## config.mk

```make
export PLATFORM = sky130hd
export DESIGN_NAME = pause_merge_wait_encoder
export DESIGN_NICKNAME = d
export VERILOG_FILES = /design/src/hw/rtl/pmwe_pkg.sv /design/src/hw/rtl/pmwe_queue.sv /design/src/hw/rtl/pmwe_front.sv /design/src/hw/rtl/pmwe_back.sv /design/src/hw/rtl/pause_merge_wait_encoder.sv
export SDC_FILE = /design/constraint.sdc
export NUM_CORES = 1
export LEC_CHECK = 0
export BUFFER_PORTS_ARGS = -buffer_cell sky130_fd_sc_hd__buf_2
export CAP_MARGIN = 20
export CORE_UTILIZATION = 30
export CTS_CLUSTER_DIAMETER = 120
export DETAILED_ROUTE_END_ITERATION = 7
export PLACE_DENSITY_LB_ADDON = 0.25
export REMOVE_ABC_BUFFERS = 1
export SLEW_MARGIN = 40
export SYNTH_ARGS = -nofsm -noshare
export SYNTH_HDL_FRONTEND = slang
export SYNTH_SLANG_ARGS = --single-unit
```

## constraint.sdc

```tcl
create_clock -name clk -period 9.7 [get_ports clk]
set_input_delay 1.94 -clock clk [delete_from_list [all_inputs] [get_ports clk]]
set_output_delay 1.94 -clock clk [all_outputs]
set_load 0.1 [all_outputs]
```

## src/hw/rtl/pmwe_pkg.sv

```systemverilog
// ----------------------------------------------------------------------------
// pmwe_pkg
// Shared types and constants of the pause merging wait encoder.
// ----------------------------------------------------------------------------
`default_nettype none

package pmwe_pkg;

    localparam int ACC_WIDTH = 21;

    typedef logic [ACC_WIDTH-1:0] acc_t;

    localparam acc_t MAX_WAIT  = acc_t'(16'hffff);
    localparam acc_t ACC_MAX   = {ACC_WIDTH{1'b1}};
    localparam acc_t SHORT_MAX = acc_t'(16);
    localparam acc_t LEN_60TH  = acc_t'(735);
    localparam acc_t LEN_50TH  = acc_t'(882);
    localparam acc_t LEN_60TH2 = acc_t'(1470);
    localparam acc_t LEN_50TH2 = acc_t'(1764);

    typedef enum logic [1:0] {
        FUNC_PAUSE = 2'd0,
        FUNC_PASS  = 2'd1,
        FUNC_FLUSH = 2'd2,
        FUNC_SPARE = 2'd3
    } func_t;

    typedef enum logic [2:0] {
        KIND_WAIT16 = 3'd0,
        KIND_W60    = 3'd1,
        KIND_W50    = 3'd2,
        KIND_SHORT  = 3'd3,
        KIND_PASS   = 3'd4
    } kind_t;

    typedef enum logic [1:0] {
        BK_IDLE,
        BK_WAIT,
        BK_DUP,
        BK_PASS
    } back_state_t;

    // flush job handed from front to back
    typedef struct packed {
        logic        pass;
        logic [15:0] cmd_ref;
        acc_t        total;
    } job_t;

    typedef struct packed {
        logic full;
        logic empty;
    } queue_status_t;

endpackage

`default_nettype wire

```

## src/hw/rtl/pmwe_queue.sv

```systemverilog
// ----------------------------------------------------------------------------
// pmwe_queue
// Two-entry job queue between the front and the back.
// ----------------------------------------------------------------------------
`default_nettype none

module pmwe_queue (
    input  wire logic                   clk,
    input  wire logic                   rst_n,
    input  wire logic                   push,
    input  wire pmwe_pkg::job_t         push_job,
    input  wire logic                   pop,
    output pmwe_pkg::job_t              pop_job,
    output pmwe_pkg::queue_status_t     status
);
    import pmwe_pkg::*;

    job_t       mem_reg [2];
    logic       wr_ptr_reg;
    logic       rd_ptr_reg;
    logic [1:0] count_reg;
    logic       do_push;
    logic       do_pop;

    assign status.full  = (count_reg == 2'd2);
    assign status.empty = (count_reg == 2'd0);
    assign do_push      = push && !status.full;
    assign do_pop       = pop && !status.empty;
    assign pop_job      = mem_reg[rd_ptr_reg];

    always_ff @(posedge clk or negedge rst_n)
    begin
        if (!rst_n)
        begin
            wr_ptr_reg <= 1'b0;
            rd_ptr_reg <= 1'b0;
            count_reg  <= 2'd0;
        end
        else
        begin
            if (do_push)
                wr_ptr_reg <= !wr_ptr_reg;
            if (do_pop)
                rd_ptr_reg <= !rd_ptr_reg;
            if (do_push && !do_pop)
                count_reg <= count_reg + 2'd1;
            else if (do_pop && !do_push)
                count_reg <= count_reg - 2'd1;
        end
    end

    always_ff @(posedge clk)
    begin
        if (do_push)
            mem_reg[wr_ptr_reg] <= push_job;
    end

endmodule

`default_nettype wire

```

## src/hw/rtl/pmwe_front.sv

```systemverilog
// ----------------------------------------------------------------------------
// pmwe_front
// Accepts input words, merges pauses into a saturating total and queues
// flush jobs.
// ----------------------------------------------------------------------------
`default_nettype none

module pmwe_front (
    input  wire logic                   clk,
    input  wire logic                   rst_n,
    input  wire logic                   in_valid,
    output logic                        in_ready,
    input  wire logic [1:0]             func,
    input  wire logic [15:0]            pause_samples,
    input  wire logic [15:0]            cmd_ref,
    input  wire pmwe_pkg::queue_status_t q_status,
    output logic                        push,
    output pmwe_pkg::job_t              push_job
);
    import pmwe_pkg::*;

    acc_t               pending_reg;
    acc_t               pending_next;
    logic [ACC_WIDTH:0] sum;
    logic               accept;
    logic               is_pause;
    logic               is_pass;

    assign in_ready = !q_status.full;
    assign accept   = in_valid && in_ready;
    assign is_pause = (func_t'(func) == FUNC_PAUSE);
    assign is_pass  = (func_t'(func) == FUNC_PASS);
    assign sum      = {1'b0, pending_reg} + {{(ACC_WIDTH + 1 - 16){1'b0}}, pause_samples};

    assign push_job.pass    = is_pass;
    assign push_job.cmd_ref = cmd_ref;
    assign push_job.total   = pending_reg;

    always_comb
    begin
        pending_next = pending_reg;
        push         = 1'b0;
        if (accept)
        begin
            if (is_pause)
            begin
                pending_next = sum[ACC_WIDTH] ? ACC_MAX : sum[ACC_WIDTH-1:0];
            end
            else
            begin
                pending_next = '0;
                push         = is_pass || (pending_reg != '0);
            end
        end
    end

    always_ff @(posedge clk or negedge rst_n)
    begin
        if (!rst_n)
            pending_reg <= '0;
        else
            pending_reg <= pending_next;
    end

endmodule

`default_nettype wire

```

## src/hw/rtl/pmwe_back.sv

```systemverilog
// ----------------------------------------------------------------------------
// pmwe_back
// Drains flush jobs into wait and passthrough result words.
// ----------------------------------------------------------------------------
`default_nettype none

module pmwe_back (
    input  wire logic                   clk,
    input  wire logic                   rst_n,
    input  wire pmwe_pkg::queue_status_t q_status,
    input  wire pmwe_pkg::job_t         pop_job,
    output logic                        pop,
    output logic                        out_valid,
    input  wire logic                   out_ready,
    output logic [2:0]                  out_kind,
    output logic [15:0]                 out_samples,
    output logic [15:0]                 out_ref,
    output logic                        last
);
    import pmwe_pkg::*;

    back_state_t state_reg;
    back_state_t state_next;
    acc_t        rem_reg;
    acc_t        rem_next;
    logic [15:0] ref_reg;
    logic [15:0] ref_next;
    logic        pass_reg;
    logic        pass_next;
    kind_t       dup_reg;
    kind_t       dup_next;
    logic        valid_reg;
    kind_t       kind_reg;
    logic [15:0] samples_reg;
    logic [15:0] ref_out_reg;
    logic        last_reg;

    logic        load;
    logic        can_load;
    kind_t       e_kind;
    logic [15:0] e_samples;
    logic [15:0] e_ref;
    logic        e_last;
    back_state_t after_rem;

    assign can_load  = !valid_reg || out_ready;
    assign after_rem = pass_reg ? BK_PASS : BK_IDLE;

    always_comb
    begin
        state_next = state_reg;
        rem_next   = rem_reg;
        ref_next   = ref_reg;
        pass_next  = pass_reg;
        dup_next   = dup_reg;
        pop        = 1'b0;
        load       = 1'b0;
        e_kind     = KIND_WAIT16;
        e_samples  = 16'd0;
        e_ref      = 16'd0;
        e_last     = 1'b0;
        case (state_reg)
            BK_IDLE:
            begin
                if (!q_status.empty)
                begin
                    pop        = 1'b1;
                    rem_next   = pop_job.total;
                    ref_next   = pop_job.cmd_ref;
                    pass_next  = pop_job.pass;
                    state_next = (pop_job.total == '0) ? BK_PASS : BK_WAIT;
                end
            end
            BK_WAIT:
            begin
                if (can_load)
                begin
                    load = 1'b1;
                    if (rem_reg > MAX_WAIT)
                    begin
                        e_kind    = KIND_WAIT16;
                        e_samples = 16'hffff;
                        rem_next  = rem_reg - MAX_WAIT;
                    end
                    else
                    begin
                        state_next = after_rem;
                        e_last     = !pass_reg;
                        if (rem_reg == LEN_60TH2)
                        begin
                            e_kind     = KIND_W60;
                            e_last     = 1'b0;
                            dup_next   = KIND_W60;
                            state_next = BK_DUP;
                        end
                        else if (rem_reg == LEN_60TH)
                            e_kind = KIND_W60;
                        else if (rem_reg == LEN_50TH2)
                        begin
                            e_kind     = KIND_W50;
                            e_last     = 1'b0;
                            dup_next   = KIND_W50;
                            state_next = BK_DUP;
                        end
                        else if (rem_reg == LEN_50TH)
                            e_kind = KIND_W50;
                        else if (rem_reg <= SHORT_MAX)
                        begin
                            e_kind    = KIND_SHORT;
                            e_samples = rem_reg[15:0];
                        end
                        else
                        begin
                            e_kind    = KIND_WAIT16;
                            e_samples = rem_reg[15:0];
                        end
                    end
                end
            end
            BK_DUP:
            begin
                if (can_load)
                begin
                    load       = 1'b1;
                    e_kind     = dup_reg;
                    e_last     = !pass_reg;
                    state_next = after_rem;
                end
            end
            BK_PASS:
            begin
                if (can_load)
                begin
                    load       = 1'b1;
                    e_kind     = KIND_PASS;
                    e_ref      = ref_reg;
                    e_last     = 1'b1;
                    state_next = BK_IDLE;
                end
            end
            default:
            begin
                state_next = BK_IDLE;
            end
        endcase
    end

    always_ff @(posedge clk or negedge rst_n)
    begin
        if (!rst_n)
        begin
            state_reg <= BK_IDLE;
            valid_reg <= 1'b0;
        end
        else
        begin
            state_reg <= state_next;
            if (load)
                valid_reg <= 1'b1;
            else if (out_ready)
                valid_reg <= 1'b0;
        end
    end

    always_ff @(posedge clk)
    begin
        rem_reg  <= rem_next;
        ref_reg  <= ref_next;
        pass_reg <= pass_next;
        dup_reg  <= dup_next;
        if (load)
        begin
            kind_reg    <= e_kind;
            samples_reg <= e_samples;
            ref_out_reg <= e_ref;
            last_reg    <= e_last;
        end
    end

    assign out_valid   = valid_reg;
    assign out_kind    = kind_reg;
    assign out_samples = samples_reg;
    assign out_ref     = ref_out_reg;
    assign last        = last_reg;

endmodule

`default_nettype wire

```

## src/hw/rtl/pause_merge_wait_encoder.sv

```systemverilog
// ----------------------------------------------------------------------------
// pause_merge_wait_encoder
// Merges pause commands into a saturating total and encodes flushed totals
// as wait words and passes passthrough commands through.
// ----------------------------------------------------------------------------
//  channel | handshake           | payload
//  --------+---------------------+-------------------------------------
//  in      | in_valid / in_ready | func, pause_samples, cmd_ref
//  out     | out_valid/out_ready | out_kind, out_samples, out_ref, last
//
//  One input word per cycle while in_ready is high; pauses are taken while
//  results drain. A passthrough word, or a flush with a nonzero total, takes
//  a queue slot; in_ready drops while the two-entry queue is full.
//  The back emits one result word per cycle while out_ready is high, from its
//  output register, and fetches each job in its idle state before its results.
//  Reset clears the pause total, queue and output valid; no clearing pass.
// ----------------------------------------------------------------------------
`default_nettype none

module pause_merge_wait_encoder (
    input  wire logic        clk,
    input  wire logic        rst_n,
    input  wire logic        in_valid,
    output logic             in_ready,
    input  wire logic [1:0]  func,
    input  wire logic [15:0] pause_samples,
    input  wire logic [15:0] cmd_ref,
    output logic             out_valid,
    input  wire logic        out_ready,
    output logic [2:0]       out_kind,
    output logic [15:0]      out_samples,
    output logic [15:0]      out_ref,
    output logic             last
);
    import pmwe_pkg::*;

    queue_status_t q_status;
    job_t          push_job;
    job_t          pop_job;
    logic          push;
    logic          pop;

    pmwe_front u_front (
        .clk           (clk),
        .rst_n         (rst_n),
        .in_valid      (in_valid),
        .in_ready      (in_ready),
        .func          (func),
        .pause_samples (pause_samples),
        .cmd_ref       (cmd_ref),
        .q_status      (q_status),
        .push          (push),
        .push_job      (push_job)
    );

    pmwe_queue u_queue (
        .clk      (clk),
        .rst_n    (rst_n),
        .push     (push),
        .push_job (push_job),
        .pop      (pop),
        .pop_job  (pop_job),
        .status   (q_status)
    );

    pmwe_back u_back (
        .clk         (clk),
        .rst_n       (rst_n),
        .q_status    (q_status),
        .pop_job     (pop_job),
        .pop         (pop),
        .out_valid   (out_valid),
        .out_ready   (out_ready),
        .out_kind    (out_kind),
        .out_samples (out_samples),
        .out_ref     (out_ref),
        .last        (last)
    );

endmodule

`default_nettype wire

```

==> flow_summary.toml <==
[timing]
fin_crit_ns = 4.26
maxSlewHeadroom_pct = 46.2
skew_ns = 0.0156
setup_violations = 0
tns_ns = 0
tightestPinTransition_ns = 0.803
slew_violations = 0
setup_ws_ns = 5.44
final_hold_viol_count = 0
fin_crit_sh_pct = 43.9
max_freq_mhz = 235
rsz0062_at_grt = "false"

[layout]
fillers = 2742
syn_to_final_growth_pct = 16.9
num_antenna_cells = 0
drive_gt1_share_pct = 20.6
final_nets = 794
final_common_cell = "edfxtp_1"
largest_register_ffs = 76
mostFrequentLayoutCells = "edfxtp_1, buf_2, nand2_1"

[critical_path]
critPathTopFamily = "simple AND/OR/NAND/NOR gates"
worst-setup-path-type = "input port to flip-flop"
crit_path_cell_trace = "buf_2 > nand2b_1 > nand2_1 > nor2_1 > a21oi_1 > a21oi_4"
r2r-end = "u_back.rem_reg[2]"
rr_startpoint = "u_back.rem_reg[0]"
arrival_ns = 4.32
end_kind = "flip-flop"
critPathLaunchType = "input port"
rr_worst_depth = 8
cp_max_fo = 21
required_ns = 9.75
cpPeakStageDelay_ns = 0.64
reg2reg_setup_slack_ns = 6.23
cp_slowest_cell = "nor2_1"
cp_num_buf_inv = 1

[global_route]
grt-ovfl-total = 0
antenna_found_initial = 0
grt_pass1_vias = 5158
grt_pass1_wl_um = 28100
grtUsageTotal_pct = 12.7
grt_max_degree = 49

[hold_path]
holdCritStartpoint = "u_queue.count_reg[1]"
hp-class = "flip-flop to flip-flop"
hold_path_end = "u_queue.count_reg[1]"
min_path_cells = 1

[run_status]
outcome = "finished clean"

[route]
wl_per_cell_um = 16.1
highest-signal-layer = "met4"
met1_length_um = 9090
dr.pass1.iters = 4
drt_iter0_drc = 301
via_per_inst = 4.80
wl_met3_um = 733
drc = 0
vias = 5381
postRouteAntennaNets = 0
wl_um = 18000
wl_met2_um = 7990

[cts]
clkSinkCount = 180
htreeDepth = 4
hold_buffers = 0
clock_latency_ns = 0.43
cts_buffers = 17
clk_path_buf_depth = 2
clk_pin_slew_ns = 0.07
cts_resized = 0
ctsRootBufferMaster = "clkbuf_16"
cts_setup_buffers = 0
cts_tree = "yes"

[synth]
synth-seq-cells = 180
syn_inst = 662
synth_area_um2 = 8540
synth_top_family_by_area = "simple AND/OR/NAND/NOR gates"
synthAdderAreaFrac_pct = 3.90
syn_avg_cell_area_um2 = 12.9
ys.flop_type = "edfxtp_1"
yosysWarnings = 0
synth_compound_area_share_pct = 9.93
yosys.area_share.simple_pct = 13.2
muxShareOfSynthArea_pct = 5.26
synth-edff-count = 152
synth_cell_types = 62
async_reset_ff_share_pct = 15.6
synthXorXnorAreaFrac_pct = 3.79
yosysSeqAreaShare_pct = 61.6

[place]
place_congestion = 0.822
hpwlAfterDp_um = 12700
port-buffer-count = 75
post-place-ws_ns = 4.88

[floorplanning]
die_height_um = 171
start_util_pct = 30.6
dieArea_um2 = 29200
die_w_um = 171
rows = 61
core_area_um2 = 27900
io_pins = 76

[power_and_ir_drop]
total_leakage_power_nw = 3.93
p_per_area_nw_per_um2 = 365
vdd_drop_max_uv = 159

[run]
cap_violations = 0
-- synth_stat cells, drive strengths merged, types with 5 or more instances --
| master | count | share of area, % |
|---|---|---|
| edfxtp | 152 | 53 |
| nand2 | 49 | 2.2 |
| nor2 | 40 | 1.8 |
| o21ai | 30 | 1.8 |
| a21oi | 29 | 1.7 |
| dfrtp | 28 | 8.2 |
| ha | 25 | 3.7 |
| and3 | 23 | 1.7 |
| clkbuf | 23 | 1.0 |
| mux2i | 22 | 2.6 |
| xor2 | 22 | 2.3 |
| mux2 | 20 | 2.7 |
| nor4 | 19 | 1.6 |
| a21o | 17 | 1.5 |
| nor3 | 16 | 1.1 |
| a221o | 15 | 1.8 |
| xnor2 | 15 | 1.5 |
| inv | 12 | 0.53 |
| buf | 11 | 0.78 |
| nand3 | 11 | 0.64 |
| nand4 | 11 | 0.81 |
| nand2b | 7 | 0.51 |
| a31oi | 6 | 0.51 |
| o21a | 6 | 0.53 |
| and4 | 5 | 0.51 |
| nor2b | 5 | 0.37 |
-- worst register-to-register path: stages, from the launching register on --
cell,delay (ns)
edfxtp_1,0.52
ha_1,0.30
and4_1,0.25
and3_1,0.23
nor4b_2,0.30
nor2_1,0.14
nor2_1,0.60
a21oi_1,0.16
a21oi_4,0.60
-- through the flow --
stage	power [W]	hold WS [ns]	utilization, %	instances	area (µm²)
6_report	0.00364	0.511	35.8	1121	9990
3_3_place_gp	0.00293	0.498	33.2	1085	9290
4_1_cts	0.00368	0.518	35.8	1121	9990
3_5_place_dp	0.00296	0.506	33.6	1089	9390
5_1_grt	0.00385	0.527	35.8	1121	9990
2_1_floorplan	0.00259	0.460	-	628	8390
-- per-layer routing --
metal	up-vias	GRT usage, %
met5	-	0
met4	0	3.49
met3	11	3.52
met2	123	19.0
met1	2580	17.9
li1	2667	-
-- cell type report --
class | instances | area, µm² | share of cell area [%]
inverter | 12 | 45.0 | 0.451
sequential | 180 | 5270 | 52.7
clock inverter | 14 | 171 | 1.72
clock buffer | 18 | 429 | 4.30
tap | 378 | 473 | 4.73
timing repair buffer | 83 | 487 | 4.87
multi-input combinational | 436 | 3120 | 31.2
-- cell families (layout without fill, tap and decap cells) --
group / count (synthesis) / in the layout
simple gates: 207 / 207
fa+ha+maj: 26 / 26
compound gates: 124 / 124
buf+inv: 46 / 127
xor+xnor: 37 / 37
flops: 180 / 180
mux: 42 / 42
-- power breakdown --
part / total [W] / internal [W] / switching [W] / leakage, nW
sequential: 0.00145 / 0.00124 / 0.000211 / 1.81
clock: 0.000706 / 0.000390 / 0.000315 / 0.294
combinational: 0.00149 / 0.000425 / 0.00107 / 1.82
-- worst max path at each step --
stage	startpoint	to	slack (ns)	depth (start not counted)
floorplan	in_valid	u_queue.mem_reg[0][0]	5.02	4
global placement	out_ready	u_back.rem_reg[17]	4.70	6
detailed placement	out_ready	u_back.rem_reg[17]	4.88	6
CTS	out_ready	u_back.rem_reg[2]	5.34	6
global route	out_ready	u_back.rem_reg[2]	5.14	6
finish	out_ready	u_back.rem_reg[2]	5.44	6
No activity file was read; power rests on OpenSTA's default activity.
